===== src/hw/rtl/uuenc_pkg.sv =====
// shared types, constants and helper functions of the uuencode line encoder
`timescale 1ns / 1ps
`default_nettype none

package uuenc_pkg;

    // line geometry
    localparam int BYTES_PER_LINE = 45;
    localparam int STORE_DEPTH    = ((BYTES_PER_LINE + 2) / 3) * 4;
    localparam int IDX_W          = $clog2(STORE_DEPTH + 1);
    localparam int CNT_W          = $clog2(BYTES_PER_LINE + 1);

    // character constants
    localparam logic [7:0] CHAR_OFFSET = 8'd32;
    localparam logic [7:0] CHAR_NL     = 8'd10;
    localparam logic [7:0] REPL_RESET  = 8'd96;

    // position of a byte within its three-byte group
    typedef enum logic [1:0] {
        PH_0 = 2'd0,
        PH_1 = 2'd1,
        PH_2 = 2'd2
    } t_phase;

    // controller states
    typedef enum logic [3:0] {
        ST_IDLE,
        ST_ADD,
        ST_ADD2,
        ST_LEN,
        ST_RD,
        ST_DATA,
        ST_PEND,
        ST_PAD,
        ST_NL,
        ST_TERM,
        ST_TNL
    } t_state;

    // which character goes into the output register
    typedef enum logic [2:0] {
        EMIT_LEN,
        EMIT_DATA,
        EMIT_PEND,
        EMIT_PAD,
        EMIT_NL,
        EMIT_TERM
    } t_emit_sel;

    // controller to datapath
    typedef struct packed {
        logic      capture;
        logic      add;
        logic      add_low;
        logic      rd_en;
        logic      load;
        t_emit_sel sel;
        logic      last;
        logic      clear_line;
    } t_dp_cmd;

    // datapath to controller
    typedef struct packed {
        logic op;
        logic line_full;
        logic widx_zero;
        logic phase_zero;
        logic phase_two;
        logic rd_last;
        logic pad_last;
        logic out_free;
    } t_dp_sts;

    // 6-bit value to printable character, space swapped for the replacement
    function automatic logic [7:0] enc6(input logic [5:0] v, input logic [7:0] repl);
        logic [7:0] c;
        c = {2'b00, v} + CHAR_OFFSET;
        return (v == 6'd0) ? repl : c;
    endfunction

endpackage

`default_nettype wire


===== src/hw/rtl/uuenc_ram.sv =====
// generic single write port ram with registered read
`timescale 1ns / 1ps
`default_nettype none

module uuenc_ram #(
    parameter int WIDTH = 8,
    parameter int DEPTH = 64
) (
    input  wire logic                     i_clk,
    input  wire logic                     i_we,
    input  wire logic [$clog2(DEPTH)-1:0] i_waddr,
    input  wire logic [WIDTH-1:0]         i_wdata,
    input  wire logic                     i_re,
    input  wire logic [$clog2(DEPTH)-1:0] i_raddr,
    output logic      [WIDTH-1:0]         o_rdata
);

    logic [WIDTH-1:0] r_mem [DEPTH];
    logic [WIDTH-1:0] r_rdata;

    // write port
    always_ff @(posedge i_clk) begin
        if (i_we) begin
            r_mem[i_waddr] <= i_wdata;
        end
    end

    // registered read, held while not enabled
    always_ff @(posedge i_clk) begin
        if (i_re) begin
            r_rdata <= r_mem[i_raddr];
        end
    end

    assign o_rdata = r_rdata;

endmodule

`default_nettype wire


===== src/hw/rtl/uuenc_ctrl.sv =====
// controller state machine of the uuencode line encoder
`timescale 1ns / 1ps
`default_nettype none

module uuenc_ctrl (
    input  wire logic               i_clk,
    input  wire logic               i_rst_n,
    input  wire logic               i_in_valid,
    input  wire logic               i_op,
    input  wire uuenc_pkg::t_dp_sts i_sts,
    output logic                    o_in_stall,
    output uuenc_pkg::t_dp_cmd      o_cmd
);

    uuenc_pkg::t_state r_state;
    uuenc_pkg::t_state n_state;

    // state register
    always_ff @(posedge i_clk) begin
        if (!i_rst_n) begin
            r_state <= uuenc_pkg::ST_IDLE;
        end else begin
            r_state <= n_state;
        end
    end

    // next state
    always_comb begin
        n_state = r_state;
        case (r_state)
            uuenc_pkg::ST_IDLE: begin
                if (i_in_valid) begin
                    if (i_op || i_sts.line_full) begin
                        n_state = uuenc_pkg::ST_LEN;
                    end else begin
                        n_state = uuenc_pkg::ST_ADD;
                    end
                end
            end
            uuenc_pkg::ST_ADD: begin
                n_state = i_sts.phase_two ? uuenc_pkg::ST_ADD2 : uuenc_pkg::ST_IDLE;
            end
            uuenc_pkg::ST_ADD2: begin
                n_state = uuenc_pkg::ST_IDLE;
            end
            uuenc_pkg::ST_LEN: begin
                if (i_sts.out_free) begin
                    if (!i_sts.widx_zero) begin
                        n_state = uuenc_pkg::ST_RD;
                    end else if (!i_sts.phase_zero) begin
                        n_state = uuenc_pkg::ST_PEND;
                    end else begin
                        n_state = uuenc_pkg::ST_NL;
                    end
                end
            end
            uuenc_pkg::ST_RD: begin
                n_state = uuenc_pkg::ST_DATA;
            end
            uuenc_pkg::ST_DATA: begin
                if (i_sts.out_free) begin
                    if (!i_sts.rd_last) begin
                        n_state = uuenc_pkg::ST_RD;
                    end else if (!i_sts.phase_zero) begin
                        n_state = uuenc_pkg::ST_PEND;
                    end else begin
                        n_state = uuenc_pkg::ST_NL;
                    end
                end
            end
            uuenc_pkg::ST_PEND: begin
                if (i_sts.out_free) begin
                    n_state = uuenc_pkg::ST_PAD;
                end
            end
            uuenc_pkg::ST_PAD: begin
                if (i_sts.out_free && i_sts.pad_last) begin
                    n_state = uuenc_pkg::ST_NL;
                end
            end
            uuenc_pkg::ST_NL: begin
                if (i_sts.out_free) begin
                    n_state = i_sts.op ? uuenc_pkg::ST_TERM : uuenc_pkg::ST_ADD;
                end
            end
            uuenc_pkg::ST_TERM: begin
                if (i_sts.out_free) begin
                    n_state = uuenc_pkg::ST_TNL;
                end
            end
            uuenc_pkg::ST_TNL: begin
                if (i_sts.out_free) begin
                    n_state = uuenc_pkg::ST_IDLE;
                end
            end
            default: begin
                n_state = uuenc_pkg::ST_IDLE;
            end
        endcase
    end

    // outputs
    always_comb begin
        o_cmd            = '0;
        o_cmd.sel        = uuenc_pkg::EMIT_NL;
        o_in_stall       = 1'b1;
        case (r_state)
            uuenc_pkg::ST_IDLE: begin
                o_in_stall    = 1'b0;
                o_cmd.capture = i_in_valid;
            end
            uuenc_pkg::ST_ADD: begin
                o_cmd.add = 1'b1;
            end
            uuenc_pkg::ST_ADD2: begin
                o_cmd.add_low = 1'b1;
            end
            uuenc_pkg::ST_LEN: begin
                o_cmd.load = i_sts.out_free;
                o_cmd.sel  = uuenc_pkg::EMIT_LEN;
            end
            uuenc_pkg::ST_RD: begin
                o_cmd.rd_en = 1'b1;
            end
            uuenc_pkg::ST_DATA: begin
                o_cmd.load = i_sts.out_free;
                o_cmd.sel  = uuenc_pkg::EMIT_DATA;
            end
            uuenc_pkg::ST_PEND: begin
                o_cmd.load = i_sts.out_free;
                o_cmd.sel  = uuenc_pkg::EMIT_PEND;
            end
            uuenc_pkg::ST_PAD: begin
                o_cmd.load = i_sts.out_free;
                o_cmd.sel  = uuenc_pkg::EMIT_PAD;
            end
            uuenc_pkg::ST_NL: begin
                o_cmd.load       = i_sts.out_free;
                o_cmd.sel        = uuenc_pkg::EMIT_NL;
                o_cmd.last       = !i_sts.op;
                o_cmd.clear_line = i_sts.out_free;
            end
            uuenc_pkg::ST_TERM: begin
                o_cmd.load = i_sts.out_free;
                o_cmd.sel  = uuenc_pkg::EMIT_TERM;
            end
            uuenc_pkg::ST_TNL: begin
                o_cmd.load = i_sts.out_free;
                o_cmd.sel  = uuenc_pkg::EMIT_NL;
                o_cmd.last = 1'b1;
            end
            default: begin
                o_in_stall = 1'b1;
            end
        endcase
    end

endmodule

`default_nettype wire


===== src/hw/rtl/uuenc_dp.sv =====
// datapath of the uuencode line encoder: packing, line store, output register
`timescale 1ns / 1ps
`default_nettype none

module uuenc_dp (
    input  wire logic               i_clk,
    input  wire logic               i_rst_n,
    input  wire uuenc_pkg::t_dp_cmd i_cmd,
    output uuenc_pkg::t_dp_sts      o_sts,
    input  wire logic               i_op,
    input  wire logic [7:0]         i_data_byte,
    input  wire logic               i_cfg_we,
    input  wire logic [7:0]         i_cfg_data,
    input  wire logic               i_out_stall,
    output logic                    o_out_valid,
    output logic      [7:0]         o_out_char,
    output logic                    o_last_of_run
);

    localparam int ADDR_W = $clog2(uuenc_pkg::STORE_DEPTH);

    logic                              r_op;
    logic [7:0]                        r_byte;
    logic [7:0]                        r_repl;
    logic [5:0]                        r_pending;
    logic [uuenc_pkg::CNT_W-1:0]       r_count;
    uuenc_pkg::t_phase                 r_phase;
    logic [uuenc_pkg::IDX_W-1:0]       r_widx;
    logic [uuenc_pkg::IDX_W-1:0]       r_ridx;
    logic [1:0]                        r_pad;
    logic                              r_out_valid;
    logic [7:0]                        r_out_char;
    logic                              r_out_last;

    logic [5:0]                        add_val;
    logic [5:0]                        n_pending;
    logic [5:0]                        ram_wdata;
    logic [5:0]                        ram_rdata;
    logic [uuenc_pkg::IDX_W-1:0]       ridx_inc;
    logic [7:0]                        n_char;
    logic                              out_free;

    // pack the incoming byte into the current group
    always_comb begin
        add_val   = r_byte[7:2];
        n_pending = {r_byte[1:0], 4'b0000};
        case (r_phase)
            uuenc_pkg::PH_0: begin
                add_val   = r_byte[7:2];
                n_pending = {r_byte[1:0], 4'b0000};
            end
            uuenc_pkg::PH_1: begin
                add_val   = r_pending | {2'b00, r_byte[7:4]};
                n_pending = {r_byte[3:0], 2'b00};
            end
            uuenc_pkg::PH_2: begin
                add_val   = r_pending | {4'b0000, r_byte[7:6]};
                n_pending = 6'd0;
            end
            default: begin
                add_val   = r_byte[7:2];
                n_pending = {r_byte[1:0], 4'b0000};
            end
        endcase
    end

    assign ram_wdata = i_cmd.add_low ? r_byte[5:0] : add_val;
    assign ridx_inc  = r_ridx + uuenc_pkg::IDX_W'(1);

    // line store
    uuenc_ram #(
        .WIDTH (6),
        .DEPTH (uuenc_pkg::STORE_DEPTH)
    ) u_line_store (
        .i_clk   (i_clk),
        .i_we    (i_cmd.add | i_cmd.add_low),
        .i_waddr (r_widx[ADDR_W-1:0]),
        .i_wdata (ram_wdata),
        .i_re    (i_cmd.rd_en),
        .i_raddr (r_ridx[ADDR_W-1:0]),
        .o_rdata (ram_rdata)
    );

    // input capture and configuration register
    always_ff @(posedge i_clk) begin
        if (i_cmd.capture) begin
            r_op   <= i_op;
            r_byte <= i_data_byte;
        end
        if (!i_rst_n) begin
            r_repl <= uuenc_pkg::REPL_RESET;
        end else if (i_cfg_we) begin
            r_repl <= i_cfg_data;
        end
    end

    // line state: count, phase, write index, pending bits
    always_ff @(posedge i_clk) begin
        if (!i_rst_n || i_cmd.clear_line) begin
            r_count   <= '0;
            r_phase   <= uuenc_pkg::PH_0;
            r_widx    <= '0;
            r_pending <= 6'd0;
        end else if (i_cmd.add) begin
            r_count   <= r_count + uuenc_pkg::CNT_W'(1);
            r_widx    <= r_widx + uuenc_pkg::IDX_W'(1);
            r_pending <= n_pending;
            case (r_phase)
                uuenc_pkg::PH_0: r_phase <= uuenc_pkg::PH_1;
                uuenc_pkg::PH_1: r_phase <= uuenc_pkg::PH_2;
                default:         r_phase <= uuenc_pkg::PH_0;
            endcase
        end else if (i_cmd.add_low) begin
            r_widx <= r_widx + uuenc_pkg::IDX_W'(1);
        end
    end

    // read index and padding counter
    always_ff @(posedge i_clk) begin
        if (i_cmd.load) begin
            case (i_cmd.sel)
                uuenc_pkg::EMIT_LEN:  r_ridx <= '0;
                uuenc_pkg::EMIT_DATA: r_ridx <= ridx_inc;
                uuenc_pkg::EMIT_PEND: r_pad  <= r_phase;
                uuenc_pkg::EMIT_PAD:  r_pad  <= r_pad + 2'd1;
                default: begin
                end
            endcase
        end
    end

    // character selection
    always_comb begin
        case (i_cmd.sel)
            uuenc_pkg::EMIT_LEN:  n_char = {{(8 - uuenc_pkg::CNT_W){1'b0}}, r_count}
                                           + uuenc_pkg::CHAR_OFFSET;
            uuenc_pkg::EMIT_DATA: n_char = uuenc_pkg::enc6(ram_rdata, r_repl);
            uuenc_pkg::EMIT_PEND: n_char = uuenc_pkg::enc6(r_pending, r_repl);
            uuenc_pkg::EMIT_PAD:  n_char = uuenc_pkg::enc6(6'd0, r_repl);
            uuenc_pkg::EMIT_TERM: n_char = r_repl;
            default:              n_char = uuenc_pkg::CHAR_NL;
        endcase
    end

    assign out_free = !r_out_valid || !i_out_stall;

    // output register
    always_ff @(posedge i_clk) begin
        if (!i_rst_n) begin
            r_out_valid <= 1'b0;
        end else if (i_cmd.load) begin
            r_out_valid <= 1'b1;
        end else if (!i_out_stall) begin
            r_out_valid <= 1'b0;
        end
        if (i_cmd.load) begin
            r_out_char <= n_char;
            r_out_last <= i_cmd.last;
        end
    end

    // status to the controller
    always_comb begin
        o_sts.op         = r_op;
        o_sts.line_full  = (r_count >= uuenc_pkg::CNT_W'(uuenc_pkg::BYTES_PER_LINE));
        o_sts.widx_zero  = (r_widx == '0);
        o_sts.phase_zero = (r_phase == uuenc_pkg::PH_0);
        o_sts.phase_two  = (r_phase == uuenc_pkg::PH_2);
        o_sts.rd_last    = (ridx_inc == r_widx);
        o_sts.pad_last   = (r_pad == 2'd2);
        o_sts.out_free   = out_free;
    end

    assign o_out_valid   = r_out_valid;
    assign o_out_char    = r_out_char;
    assign o_last_of_run = r_out_last;

endmodule

`default_nettype wire


===== src/hw/rtl/uuencode_line_encoder.sv =====
// top level of the uuencode line encoder
//
// Input channel (i_in_valid / o_in_stall): one beat carries i_op and i_data_byte.
// i_op 0 adds a data byte to the current line of up to 45 bytes; i_op 1 ends
// the stream and i_data_byte is ignored. A data byte arriving on a full line
// first flushes that line. End of stream flushes the line and adds the
// terminator line (replacement character, newline).
// Output channel (o_out_valid / i_out_stall): one character a beat, with
// o_last_of_run marking the final character caused by one input beat.
// Config channel (i_cfg_valid / o_cfg_ready): writes the space replacement
// character; ready is always high, write only while the block is idle.
// One input beat is taken at a time: a byte that starts no flush is written
// to the line store, with a second value at the end of its group. A flush
// emits the length, padding, newline and terminator characters and each
// stored character, which comes from the line store through its registered
// read port. When the receiver stalls, the output register holds its beat
// and the sequencer waits.
// Reset (synchronous) empties the line and sets the replacement to a backquote.
`timescale 1ns / 1ps
`default_nettype none

module uuencode_line_encoder (
    input  wire logic       i_clk,
    input  wire logic       i_rst_n,
    input  wire logic       i_in_valid,
    output logic            o_in_stall,
    input  wire logic       i_op,
    input  wire logic [7:0] i_data_byte,
    output logic            o_out_valid,
    input  wire logic       i_out_stall,
    output logic      [7:0] o_out_char,
    output logic            o_last_of_run,
    input  wire logic       i_cfg_valid,
    output logic            o_cfg_ready,
    input  wire logic [7:0] i_cfg_data
);

    uuenc_pkg::t_dp_cmd cmd;
    uuenc_pkg::t_dp_sts sts;

    assign o_cfg_ready = 1'b1;

    // sequencer
    uuenc_ctrl u_ctrl (
        .i_clk      (i_clk),
        .i_rst_n    (i_rst_n),
        .i_in_valid (i_in_valid),
        .i_op       (i_op),
        .i_sts      (sts),
        .o_in_stall (o_in_stall),
        .o_cmd      (cmd)
    );

    // datapath
    uuenc_dp u_dp (
        .i_clk         (i_clk),
        .i_rst_n       (i_rst_n),
        .i_cmd         (cmd),
        .o_sts         (sts),
        .i_op          (i_op),
        .i_data_byte   (i_data_byte),
        .i_cfg_we      (i_cfg_valid & o_cfg_ready),
        .i_cfg_data    (i_cfg_data),
        .i_out_stall   (i_out_stall),
        .o_out_valid   (o_out_valid),
        .o_out_char    (o_out_char),
        .o_last_of_run (o_last_of_run)
    );

endmodule

`default_nettype wire


===== config.mk =====
export PLATFORM = sky130hd
export DESIGN_NAME = uuencode_line_encoder
export DESIGN_NICKNAME = d
export VERILOG_FILES = /design/src/hw/rtl/uuenc_pkg.sv /design/src/hw/rtl/uuenc_ram.sv /design/src/hw/rtl/uuenc_ctrl.sv /design/src/hw/rtl/uuenc_dp.sv /design/src/hw/rtl/uuencode_line_encoder.sv
export SDC_FILE = /design/constraint.sdc
export NUM_CORES = 1
export LEC_CHECK = 0
export BUFFER_PORTS_ARGS = -buffer_cell sky130_fd_sc_hd__buf_4
export CORE_MARGIN = 2
export CORE_UTILIZATION = 30
export CTS_CLUSTER_SIZE = 25
export DETAILED_ROUTE_END_ITERATION = 10
export GPL_ROUTABILITY_DRIVEN = 0
export PLACE_DENSITY = 0.52
export SYNTH_ARGS = -nofsm -noshare
export SYNTH_HDL_FRONTEND = slang
export SYNTH_SLANG_ARGS = --single-unit
export TNS_END_PERCENT = 30

===== constraint.sdc =====
create_clock -name i_clk -period 8.05 [get_ports i_clk]
set_clock_uncertainty 0.15 [all_clocks]
set_input_delay 1.2075 -clock i_clk [delete_from_list [all_inputs] [get_ports i_clk]]
set_output_delay 1.2075 -clock i_clk [all_outputs]
set_load 0.05 [all_outputs]

==> results of run 1 <==
==> cell usage after synthesis (5+ instances only) <==
library cell	instances	share of area
a211oi_1	6	0.0025
a21oi_1	30	0.0085
a221oi_1	10	0.0049
a22oi_1	15	0.0064
a2bb2oi_1	5	0.0025
and3_1	10	0.0035
buf_1	5	0.0011
buf_2	20	0.0056
buf_4	11	0.0047
buf_6	5	0.0032
clkbuf_1	17	0.0036
dfxtp_1	31	0.035
edfxtp_1	392	0.66
ha_1	10	0.0071
inv_1	22	0.0047
mux2_2	23	0.015
mux2i_1	32	0.018
mux4_2	75	0.095
nand2_1	61	0.013
nand2b_1	9	0.0032
nand3_1	24	0.0068
nand4_1	7	0.0025
nor2_1	109	0.023
nor2b_1	17	0.0060
nor3_1	20	0.0056
o2111ai_1	5	0.0025
o21ai_0	19	0.0054
o22ai_1	8	0.0028
or4_1	5	0.0021
xnor2_1	8	0.0040
xor2_1	11	0.0054
==> where the power goes <==
part | switching (mW) | leakage, nW | internal (mW)
logic | 0.679 | 1.94 | 0.234
clock network | 0.847 | 0.689 | 1.19
registers | 0.0549 | 3.79 | 2.77
==> layout make-up <==
cell class              instances  area, um^2  area share
clock buffers                  51        1130      0.0558
clock inverters                26         294      0.0145
inverters                      23        86.3     0.00427
multi-input cells             586        4990       0.247
flip-flops and latches        423       12400       0.613
well taps                     773         967      0.0478
repair buffers                 49         368      0.0182
==> registers in the layout (all words and copies together), names as in the netlist <==
register / flops
u_ctrl.r_state: 4
u_dp.o_last_of_run: 1
u_dp.o_out_char: 8
u_dp.o_out_valid: 1
u_dp.r_byte: 8
u_dp.r_count: 6
u_dp.r_op: 1
u_dp.r_pad: 2
u_dp.r_pending: 4
u_dp.r_phase: 2
u_dp.r_repl: 8
u_dp.r_ridx: 6
u_dp.r_widx: 6
u_dp.u_line_store.o_rdata: 6
u_dp.u_line_store.r_mem: 360
==> logic make-up (layout without fill, tap and decap cells) <==
logic type | after synthesis | after routing
buf+inv | 82 | 149
compound gates | 138 | 138
xor+xnor | 21 | 21
fa+ha+maj | 10 | 10
mux | 130 | 130
simple gates | 286 | 286
flops | 423 | 423
other cells | 1 | 1
==> metrics by stage <==
step | power, mW | worst slack, ps
after detailed placement | 3.81 | 4300
final | 5.78 | 4460
after global routing | 6.01 | 4070
after floorplan | 3.43 | 3520
after global placement | 3.79 | 4320
after CTS | 5.84 | 4300
==> critical path, stage by stage (launching register included) <==
cell	delay, ps
edfxtp_1	320
buf_4	780
buf_4	680
mux2i_1	160
o221ai_1	200
nor2_1	70
a2111oi_0	800
o22a_1	250
==> worst max path at each step <==
stage	from	endpoint	slack [ps]	cells after the start
after global placement	u_dp.r_ridx[0]	u_dp.u_line_store.o_rdata[0]	4320	7
after floorplan	u_dp.r_phase[0]	u_dp.u_line_store.r_mem[0][0]	3520	6
after global routing	u_dp.r_ridx[0]	u_dp.u_line_store.o_rdata[0]	4070	7
final	u_dp.r_ridx[0]	u_dp.u_line_store.o_rdata[0]	4460	7
after detailed placement	u_dp.r_ridx[0]	u_dp.u_line_store.o_rdata[0]	4300	7
after CTS	u_dp.r_ridx[0]	u_dp.u_line_store.o_rdata[0]	4300	7
==> per-layer routing <==
metal,GRT usage,wire length [um]
met2,0.220,19900
met1,0.197,19000
met3,0.0309,2640
met5,0,0
met4,0.0321,832
==> summary.md, run 1 <==
| Metric | Value |
|---|---|
| Outcome | `complete, no violations` |
| Fin. max-slew vios | `0` |
| Synthesized area per cell | `16.2 um^2` |
| Layout cell share with drive strength beyond 1 | `0.194` |
| # Post-CTS Setup Buffers | `0` |
| Gr ovfl total | `0` |
| Setup crit start kind | `flip-flop` |
| DR WL/cell | `22.0 um` |
| Worst slew pin tran | `1230 ps` |
| Post-synthesis mux area share | `0.128` |
| First drt pass iteration count | `5` |
| Worst Hold Slack | `331 ps` |
| Slew headroom | `0.173` |
| Largest family of logic cells by synthesized area | `multiplexers` |
| Final Net Count | `1159` |
| CTS Hold Bufs | `0` |
| Post-synthesis compound-gate area fraction | `0.0540` |
| Commonest cells after routing, fill and taps aside | `392 x edfxtp_1, 108 x nor2_1, 75 x mux4_2, 61 x nand2_1, 49 x buf_4` |
| Worst-case clock buffer depth | `3` |
| Worst r2r dst | `u_dp.u_line_store.o_rdata[0]` |
| Async S/R FF share, synth | `0` |
| Leakage | `6.42 nW` |
| Final period util | `0.446` |
| Clk_lat worst skew | `580 ps` |
| Top FF cell, synth | `edfxtp_1` |
| Clock Sinks | `423` |
| Hold depth | `2` |
| CP endpoint kind | `flip-flop` |
| Crit path max fanout | `54` |
| Global-route wire length before repair | `63400 um` |
| Vias in the first global route | `9689` |
| Peak Freq | `278 MHz` |
| Power per standard cell area | `286 nW/um^2` |
| Post-Syn Nets | `1123` |
| DR vias/cell | `5.05` |
| Area Overhead vs Synth | `14.1%` |
| HPWL after DPL | `26700 um` |
| # resized after CTS | `0` |
| Post-Route WL | `42400 um` |
| Reg2Reg Depth | `7` |
| Hold path start | `u_dp.r_repl[6]` |
| Total GRT Usage | `0.140` |
| Required time of the critical path | `8350 ps` |
| Initial Util | `0.302` |
| Peak supply drop | `0.175 mV` |
| Period minus WS final | `3590 ps` |
| DRC violations left | `0` |
| Die Width | `247 um` |
| Register area share after synthesis | `0.699` |
| Area share of fa/ha/maj cells after synthesis | `0.00706` |
| Vias | `9752` |
| Post-synthesis xor/xnor area fraction | `0.0121` |
| Hold Path Sink | `u_dp.r_repl[6]` |
| Antenna diode count | `0` |
| WS Path Type | `reg -> reg` |
| Port-buffer cells | `32` |
| Die footprint | `61000 um^2` |
| Row Count | `89` |
| Reg2Reg Setup Slack | `4460 ps` |
| Post-Syn Instances | `1091` |
| CTS tree | `built` |
| Area after DPL | `18800 um^2` |
| Synth Register Bits | `423` |
| Synth Area in Simple Gates | `0.0761` |
| Cell Count, Final, Fillers Out | `1931` |
| Placed cell count | `1854` |
| Largest net degree at the start of global routing | `61` |
| Die H | `247 um` |
| RSZ-0062 raised after global routing | `false` |
| Number of synthesized flops with an enable pin | `392` |
| Clk root buf | `clkbuf_16` |
| Setup tns final | `0 ps` |
| Post-route cell area | `20200 um^2` |
| Placeable Area | `58700 um^2` |
| Total of max-cap violations | `0` |
| Ys Warns | `0` |
| HP Class | `reg -> reg` |
| Mapped cell area | `17700 um^2` |
| Total CTS buffers | `44` |
| Commonest non-fill, non-tap cell in the layout | `edfxtp_1` |
| Synth cell types | `70` |
| # setup viols final | `0` |
| Final hold violation count | `0` |
| Final core utilization | `0.345` |
| DR iter-0 viols | `937` |
| Initial antenna violation count | `0` |
| Crit path DAT | `3890 ps` |
| Final ANT Viol Nets | `0` |
| I/O Pins | `34` |
| Filler cell count | `5577` |
| H-tree depth | `2` |
| Clk slew on worst S/H paths | `60 ps` |
| Worst r2r src | `u_dp.r_ridx[0]` |
Note: power is estimated with default switching activity, not from simulation.
==> run 2, diff against run 1 <==
--- a/config.mk
+++ b/config.mk
@@ -11,7 +11,7 @@
 export CTS_CLUSTER_SIZE = 25
 export DETAILED_ROUTE_END_ITERATION = 10
 export GPL_ROUTABILITY_DRIVEN = 0
-export PLACE_DENSITY = 0.52
+export PLACE_DENSITY = 0.54
 export SYNTH_ARGS = -nofsm -noshare
 export SYNTH_HDL_FRONTEND = slang
 export SYNTH_SLANG_ARGS = --single-unit
==> constraint.sdc (replaced) <==
create_clock -name i_clk -period 3.1 [get_ports i_clk]
set_clock_uncertainty 0.15 [all_clocks]
set_input_delay 0.465 -clock i_clk [delete_from_list [all_inputs] [get_ports i_clk]]
set_output_delay 0.465 -clock i_clk [all_outputs]
set_load 0.05 [all_outputs]
==> run 2 against run 1 <==
Effect of this change:
- sequential power grew to 2.6 times the previous value
- via count rose by 3.9%
- critical path depth fell by 4
- worst setup slack worse by 3900 ps
- cell count increased by 5.2%
- highest routed layer unchanged
- sequential cell count unchanged
- largest power group unchanged
- first-iteration DRC count is 0.96% lower
- combinational power rose to 2.8 times the previous value
- count of clock-buffer cells in the layout down 1
==> summary.md, run 2 (synthesis gave the netlist of run 1 again) <==
| Metric | Value |
|---|---|
| Outcome | `complete, no violations` |
| Tot Pwr | `15.2 mW` |
| DRC violations left | `0` |
| Total GRT Usage | `0.141` |
| HP Class | `in -> reg` |
| Final ANT Viol Nets | `0` |
| CTS tree | `built` |
| Filler cell count | `5493` |
| CP endpoint kind | `output port` |
| # Post-CTS Setup Buffers | `0` |
| DR vias/cell | `4.99` |
| Largest net degree at the start of global routing | `61` |
| Worst slew pin tran | `748 ps` |
| Crit path DAT | `1970 ps` |
| Crit path max fanout | `18` |
| Worst Hold Slack | `30.4 ps` |
| Biggest register | `u_dp.u_line_store.r_mem` |
| Clk_lat worst skew | `560 ps` |
| Reg2Reg Setup Slack | `540 ps` |
| Setup crit start kind | `flip-flop` |
| Reg2Reg Depth | `7` |
| Slew headroom | `0.497` |
| Final period util | `0.832` |
| Worst r2r src | `u_dp.r_ridx[0]` |
| Initial Util | `0.302` |
| Total of max-cap violations | `0` |
| Global-route wire length before repair | `64200 um` |
| Worst-case clock buffer depth | `3` |
| Row Count | `89` |
| Total CTS buffers | `43` |
| # setup viols final | `0` |
| # resized after CTS | `0` |
| Worst r2r dst | `u_ctrl.r_state[1]` |
| Met2 GRT Util | `0.226` |
| Placeable Area | `58700 um^2` |
| Peak Freq | `388 MHz` |
| Worst Setup SP | `u_ctrl.r_state[3]` |
| Commonest non-fill, non-tap cell in the layout | `edfxtp_1` |
| DR WL/cell | `21.1 um` |
| Fin. max-slew vios | `0` |
| Area Overhead vs Synth | `19.2%` |
| DR iter-0 viols | `928` |
| GRT met3 Usage | `0.0208` |
| Max FFs per register | `360` |
| Clock Sinks | `423` |
| Leakage | `6.97 nW` |
| Period minus WS final | `2580 ps` |
| Post-Route WL | `42800 um` |
| Met1 usage | `0.199` |
| Die H | `247 um` |
| Hold depth | `3` |
| Port-buffer cells | `32` |
| Antenna diode count | `0` |
| Clk slew on worst S/H paths | `60 ps` |
| Setup crit end | `o_in_stall` |
| Power per standard cell area | `718 nW/um^2` |
| Final hold violation count | `0` |
| Vias in the first global route | `10116` |
| Die Width | `247 um` |
| First drt pass iteration count | `5` |
| RSZ-0062 raised after global routing | `false` |
| Required time of the critical path | `2480 ps` |
| Die footprint | `61000 um^2` |
| Busiest layer in global routing | `met2` |
| Initial antenna violation count | `0` |
| Gr ovfl total | `0` |
| Final Net Count | `1257` |
| Peak supply drop | `0.422 mV` |
| H-tree depth | `2` |
| WS Path Type | `reg -> out` |
| Commonest cells after routing, fill and taps aside | `392 x edfxtp_1, 123 x buf_4, 108 x nor2_1, 75 x mux4_2, 61 x nand2_1` |
| Layout cell share with drive strength beyond 1 | `0.244` |
| CTS Hold Bufs | `15` |
| Vias | `10130` |
| Clk root buf | `clkbuf_16` |
| HPWL after DPL | `28900 um` |
| I/O Pins | `34` |
## run 2: power by group
group	switching (mW)	internal (mW)	leakage [nW]
Combinational	1.81	0.776	2.49
Sequential	0.125	7.19	3.79
Clock	2.13	3.13	0.693
Total	4.07	11.1	6.97
## run 2: routing by layer
layer,share of wire,vias to the layer above
met2,0.47,264
met3,0.050,71
li1,-,4563
met5,0,-
met4,0.023,0
met1,0.45,5232
## run 2: per-stage QoR
| stage | setup WS, ps | cells | cell area (um^2) | TNS [ps] | util |
|---|---|---|---|---|---|
| floorplan | -473 | 1091 | 17700 | -112020 | - |
| global placement | 558 | 1938 | 19600 | 0 | 0.333 |
| detailed placement | 532 | 1938 | 19600 | 0 | 0.333 |
| CTS | 496 | 2031 | 21100 | 0 | 0.360 |
| global route | 381 | 2031 | 21100 | 0 | 0.360 |
| finish | 520 | 2031 | 21100 | 0 | 0.360 |
## run 2: worst min path at each step
stage                         from             end  slack [ps]
floorplan           u_dp.r_repl[6]  u_dp.r_repl[6]         300
global placement    u_dp.r_repl[6]  u_dp.r_repl[6]         320
detailed placement  u_dp.r_repl[6]  u_dp.r_repl[6]         320
CTS                        i_rst_n  u_dp.r_repl[5]           3
global route               i_rst_n  u_dp.r_repl[5]          30
finish               i_cfg_data[3]  u_dp.r_repl[3]          30
## run 2: critical path, cell delays in order, from the launching register on
cell and delay [ps]:
dfxtp_1 740, nor2_1 230, nand2_1 210, buf_4 230
## run 2: layout make-up
class,instances,area (um^2),area share
well taps,773,967,0.0458
inverters,23,86.3,0.00409
flip-flops and latches,423,12400,0.587
clock inverters,28,313,0.0148
repair buffers,148,1270,0.0603
multi-input cells,586,4990,0.236
clock buffers,50,1100,0.0522
==> run 3, diff against run 2 <==
--- a/config.mk
+++ b/config.mk
@@ -5,13 +5,14 @@
 export SDC_FILE = /design/constraint.sdc
 export NUM_CORES = 1
 export LEC_CHECK = 0
+export ABC_AREA = 1
 export BUFFER_PORTS_ARGS = -buffer_cell sky130_fd_sc_hd__buf_4
 export CORE_MARGIN = 2
 export CORE_UTILIZATION = 30
 export CTS_CLUSTER_SIZE = 25
 export DETAILED_ROUTE_END_ITERATION = 10
 export GPL_ROUTABILITY_DRIVEN = 0
-export PLACE_DENSITY = 0.54
+export PLACE_DENSITY = 0.52
 export SYNTH_ARGS = -nofsm -noshare
 export SYNTH_HDL_FRONTEND = slang
 export SYNTH_SLANG_ARGS = --single-unit
==> constraint.sdc (replaced) <==
create_clock -name i_clk -period 2.62 [get_ports i_clk]
set_clock_uncertainty 0.15 [all_clocks]
set_input_delay 0.393 -clock i_clk [delete_from_list [all_inputs] [get_ports i_clk]]
set_output_delay 0.393 -clock i_clk [all_outputs]
set_load 0.05 [all_outputs]
==> run 3 against run 2 <==
Effect of this change:
- register-to-register slack got worse by 460 ps
- sequential power is 13% higher
- count of clock-buffer cells in the layout rose by 13
- combinational power is 2% lower
- critical path depth increased by 6
- final area increased by 1.1%
- utilization rose by 0.27 points
- synthesized area rose by 0.84%
- die area grew 0.83%
- wire length increased by 15%
- non-clock buffer count is 17 higher
==> summary.md, run 3 <==
| Metric | Value |
|---|---|
| Outcome | `complete, no violations` |
| Synth top area cells | `edfxtp_1 66%, nor2_1 4.7%, nand2_1 4.6%` |
| DR WL/cell | `19.9 um` |
| Setup crit start kind | `flip-flop` |
| Cell taking the most area after synthesis | `edfxtp_1` |
| Total of max-cap violations | `0` |
| DR iter-0 viols | `1067` |
| Post-Route WL | `49200 um` |
| Slowest cell on crit path | `a221oi_1` |
| Die Width | `248 um` |
| Final ANT Viol Nets | `0` |
| CTS tree | `built` |
| Top cell type's share of synthesized area | `0.659` |
| Max stage delay on crit path | `550 ps` |
| Post-Syn Nets | `1562` |
| I/O Pins | `34` |
| Port-buffer cells | `32` |
| Critical-path cell list | `buf_4 > inv_4 > buf_12 > nand2_1 > a221oi_1 > nor2_1 > nor2_1 > nand3_1 > nand2_1` |
| Async S/R FF share, synth | `0` |
| Slew headroom | `0.548` |
| Leakage | `7.63 nW` |
| RSZ-0062 raised after global routing | `true` |
| Gr ovfl total | `0` |
| Filler cell count | `5749` |
| Period minus WS final | `2540 ps` |
| Largest net degree at the start of global routing | `78` |
| Synth cell types | `45` |
| Hold path start | `i_in_valid` |
| Register area share after synthesis | `0.693` |
| Clk root buf | `clkbuf_16` |
| Worst-case clock buffer depth | `3` |
| Post-synth top cells | `392 x edfxtp_1, 226 x nor2_1, 221 x nand2_1` |
| Top FF cell, synth | `edfxtp_1` |
| Post-route cell area | `21400 um^2` |
| Worst r2r src | `u_dp.r_ridx[0]` |
| Placeable Area | `58900 um^2` |
| Area after DPL | `19600 um^2` |
| CP endpoint kind | `flip-flop` |
| Global-route wire length before repair | `73200 um` |
| Vias | `12333` |
| Synthesized area per cell | `11.7 um^2` |
| Crit path DAT | `2830 ps` |
| Mapped cell area | `17900 um^2` |
| Final hold violation count | `0` |
| Family with the most delay on the worst path | `simple AND/OR/NAND/NOR gates` |
| Initial Util | `0.303` |
| Antenna diode count | `0` |
| Vias in the first global route | `12155` |
| Initial antenna violation count | `1` |
| Place WS | `-76.8 ps` |
| Max FFs per register | `360` |
| Die footprint | `61500 um^2` |
| Post-Syn Instances | `1530` |
| Row Count | `89` |
| Final core utilization | `0.363` |
| Biggest register | `u_dp.u_line_store.r_mem` |
| Fin. max-slew vios | `0` |
| Fin worst setup slack | `83.6 ps` |
| Number of synthesized flops with an enable pin | `392` |
| Most frequent cell after synthesis | `edfxtp_1` |
| Required time of the critical path | `2920 ps` |
| Total GRT Usage | `0.157` |
| Worst Setup SP | `u_dp.r_ridx[0]` |
| Crit path max fanout | `77` |
| First drt pass iteration count | `5` |
| Layout cell share with drive strength beyond 1 | `0.135` |
| Commonest cells after routing, fill and taps aside | `392 x edfxtp_1, 224 x nor2_1, 220 x nand2_1, 154 x o21ai_0, 120 x buf_4` |
| H-tree depth | `2` |
| Clk slew on worst S/H paths | `60 ps` |
| DRC violations left | `0` |
| Worst slew pin tran | `676 ps` |
| Ys Warns | `0` |
| Peak Freq | `394 MHz` |
| Die H | `248 um` |
| Final Net Count | `1697` |
| HP Class | `in -> reg` |
| Clock Sinks | `423` |
| Final period util | `0.968` |
| Total CTS buffers | `45` |
| Synth Register Bits | `423` |
| Area Overhead vs Synth | `19.5%` |
| Power per standard cell area | `789 nW/um^2` |
| Setup tns final | `0 ps` |
| Commonest non-fill, non-tap cell in the layout | `edfxtp_1` |
| Clk_lat worst skew | `580 ps` |
| WS Path Type | `reg -> reg` |
| Buf/Inv on CP | `3` |
| HPWL after DPL | `31900 um` |
| DR vias/cell | `4.99` |
| Peak supply drop | `0.551 mV` |
| # setup viols final | `0` |
-- run 3: cell count changes after synthesis, sizes merged, moves of 10 or more --
cell,previous run,this run
and3,10,0
nor2b,17,0
mux2,23,0
mux4,75,0
o221ai,1,21
o22ai,8,50
nand2,61,222
inv,23,122
buf,41,62
nor2,110,232
a22oi,15,5
a21oi,30,71
o21ai,21,167
-- run 3: area by class of cell --
class	count	area, um^2	share of cell area
sequential	423	12400	0.580
multi-input combinational	906	4630	0.217
timing repair buffer	165	1510	0.0706
clock buffer	63	1250	0.0583
tap	773	967	0.0453
inverter	124	468	0.0219
clock inverter	19	143	0.00668
-- run 3: metal layers --
metal / track usage / wire length, um / up-vias
li1: - / - / 5736
met2: 0.252 / 22900 / 405
met3: 0.0245 / 2710 / 83
met5: 0 / 0 / -
met1: 0.216 / 22100 / 6109
met4: 0.0564 / 1420 / 0
-- run 3: cells by family (layout without fill, tap and decap cells) --
logic type | after synthesis | after routing | share of synthesized area
other | 1 | 1 | 0.000210
muxes | 30 | 30 | 0.0168
and+or+nand+nor | 508 | 508 | 0.112
xor gates and xnor gates | 4 | 4 | 0.00315
AOI/OAI and AO/OA | 353 | 353 | 0.115
DFF | 423 | 423 | 0.693
adders and majority gates | 10 | 10 | 0.00700
buffers and inverters | 201 | 371 | 0.0520
-- run 3: worst min-delay path, cell delays in order --
cell and delay (ps):
buf_4 90, o21ai_2 110, nand2_1 80, a21oi_1 60
-- run 3: power breakdown --
group | internal [mW] | leakage (nW) | switching, mW | total, mW
clock | 3.51 | 0.681 | 2.55 | 6.06
sequential | 8.14 | 3.80 | 0.116 | 8.26
combinational | 0.702 | 3.15 | 1.84 | 2.54
-- run 3: worst paths after layout --
path	endpoint	slack (ps)	depth (start not counted)
max	u_dp.u_line_store.o_rdata[5]	80	9
min	u_ctrl.r_state[3]	60	4
max reg2reg	u_dp.u_line_store.o_rdata[5]	80	9
min reg2reg	u_dp.r_repl[7]	310	2
-- run 3: through the flow --
step / power (mW) / instances / hold slack [ps]
after floorplan: 9.67 / 1530 / 278
after global placement: 10.9 / 2359 / 297
after detailed placement: 10.9 / 2359 / 313
after CTS: 17.0 / 2469 / 18.7
after global routing: 17.5 / 2473 / 99.3
final: 16.9 / 2473 / 62.4
-- run 3: repair_timing --
| action | in CTS | in global routing |
|---|---|---|
| resized for setup | 1 | 5 |
| setup buffers | 0 | 2 |
| setup endpoints to repair | 114 | 91 |
| cloned | 0 | 2 |
| hold buffers | 28 | 0 |
| hold endpoints to repair | 18 | 0 |
| pin swaps | 0 | 0 |
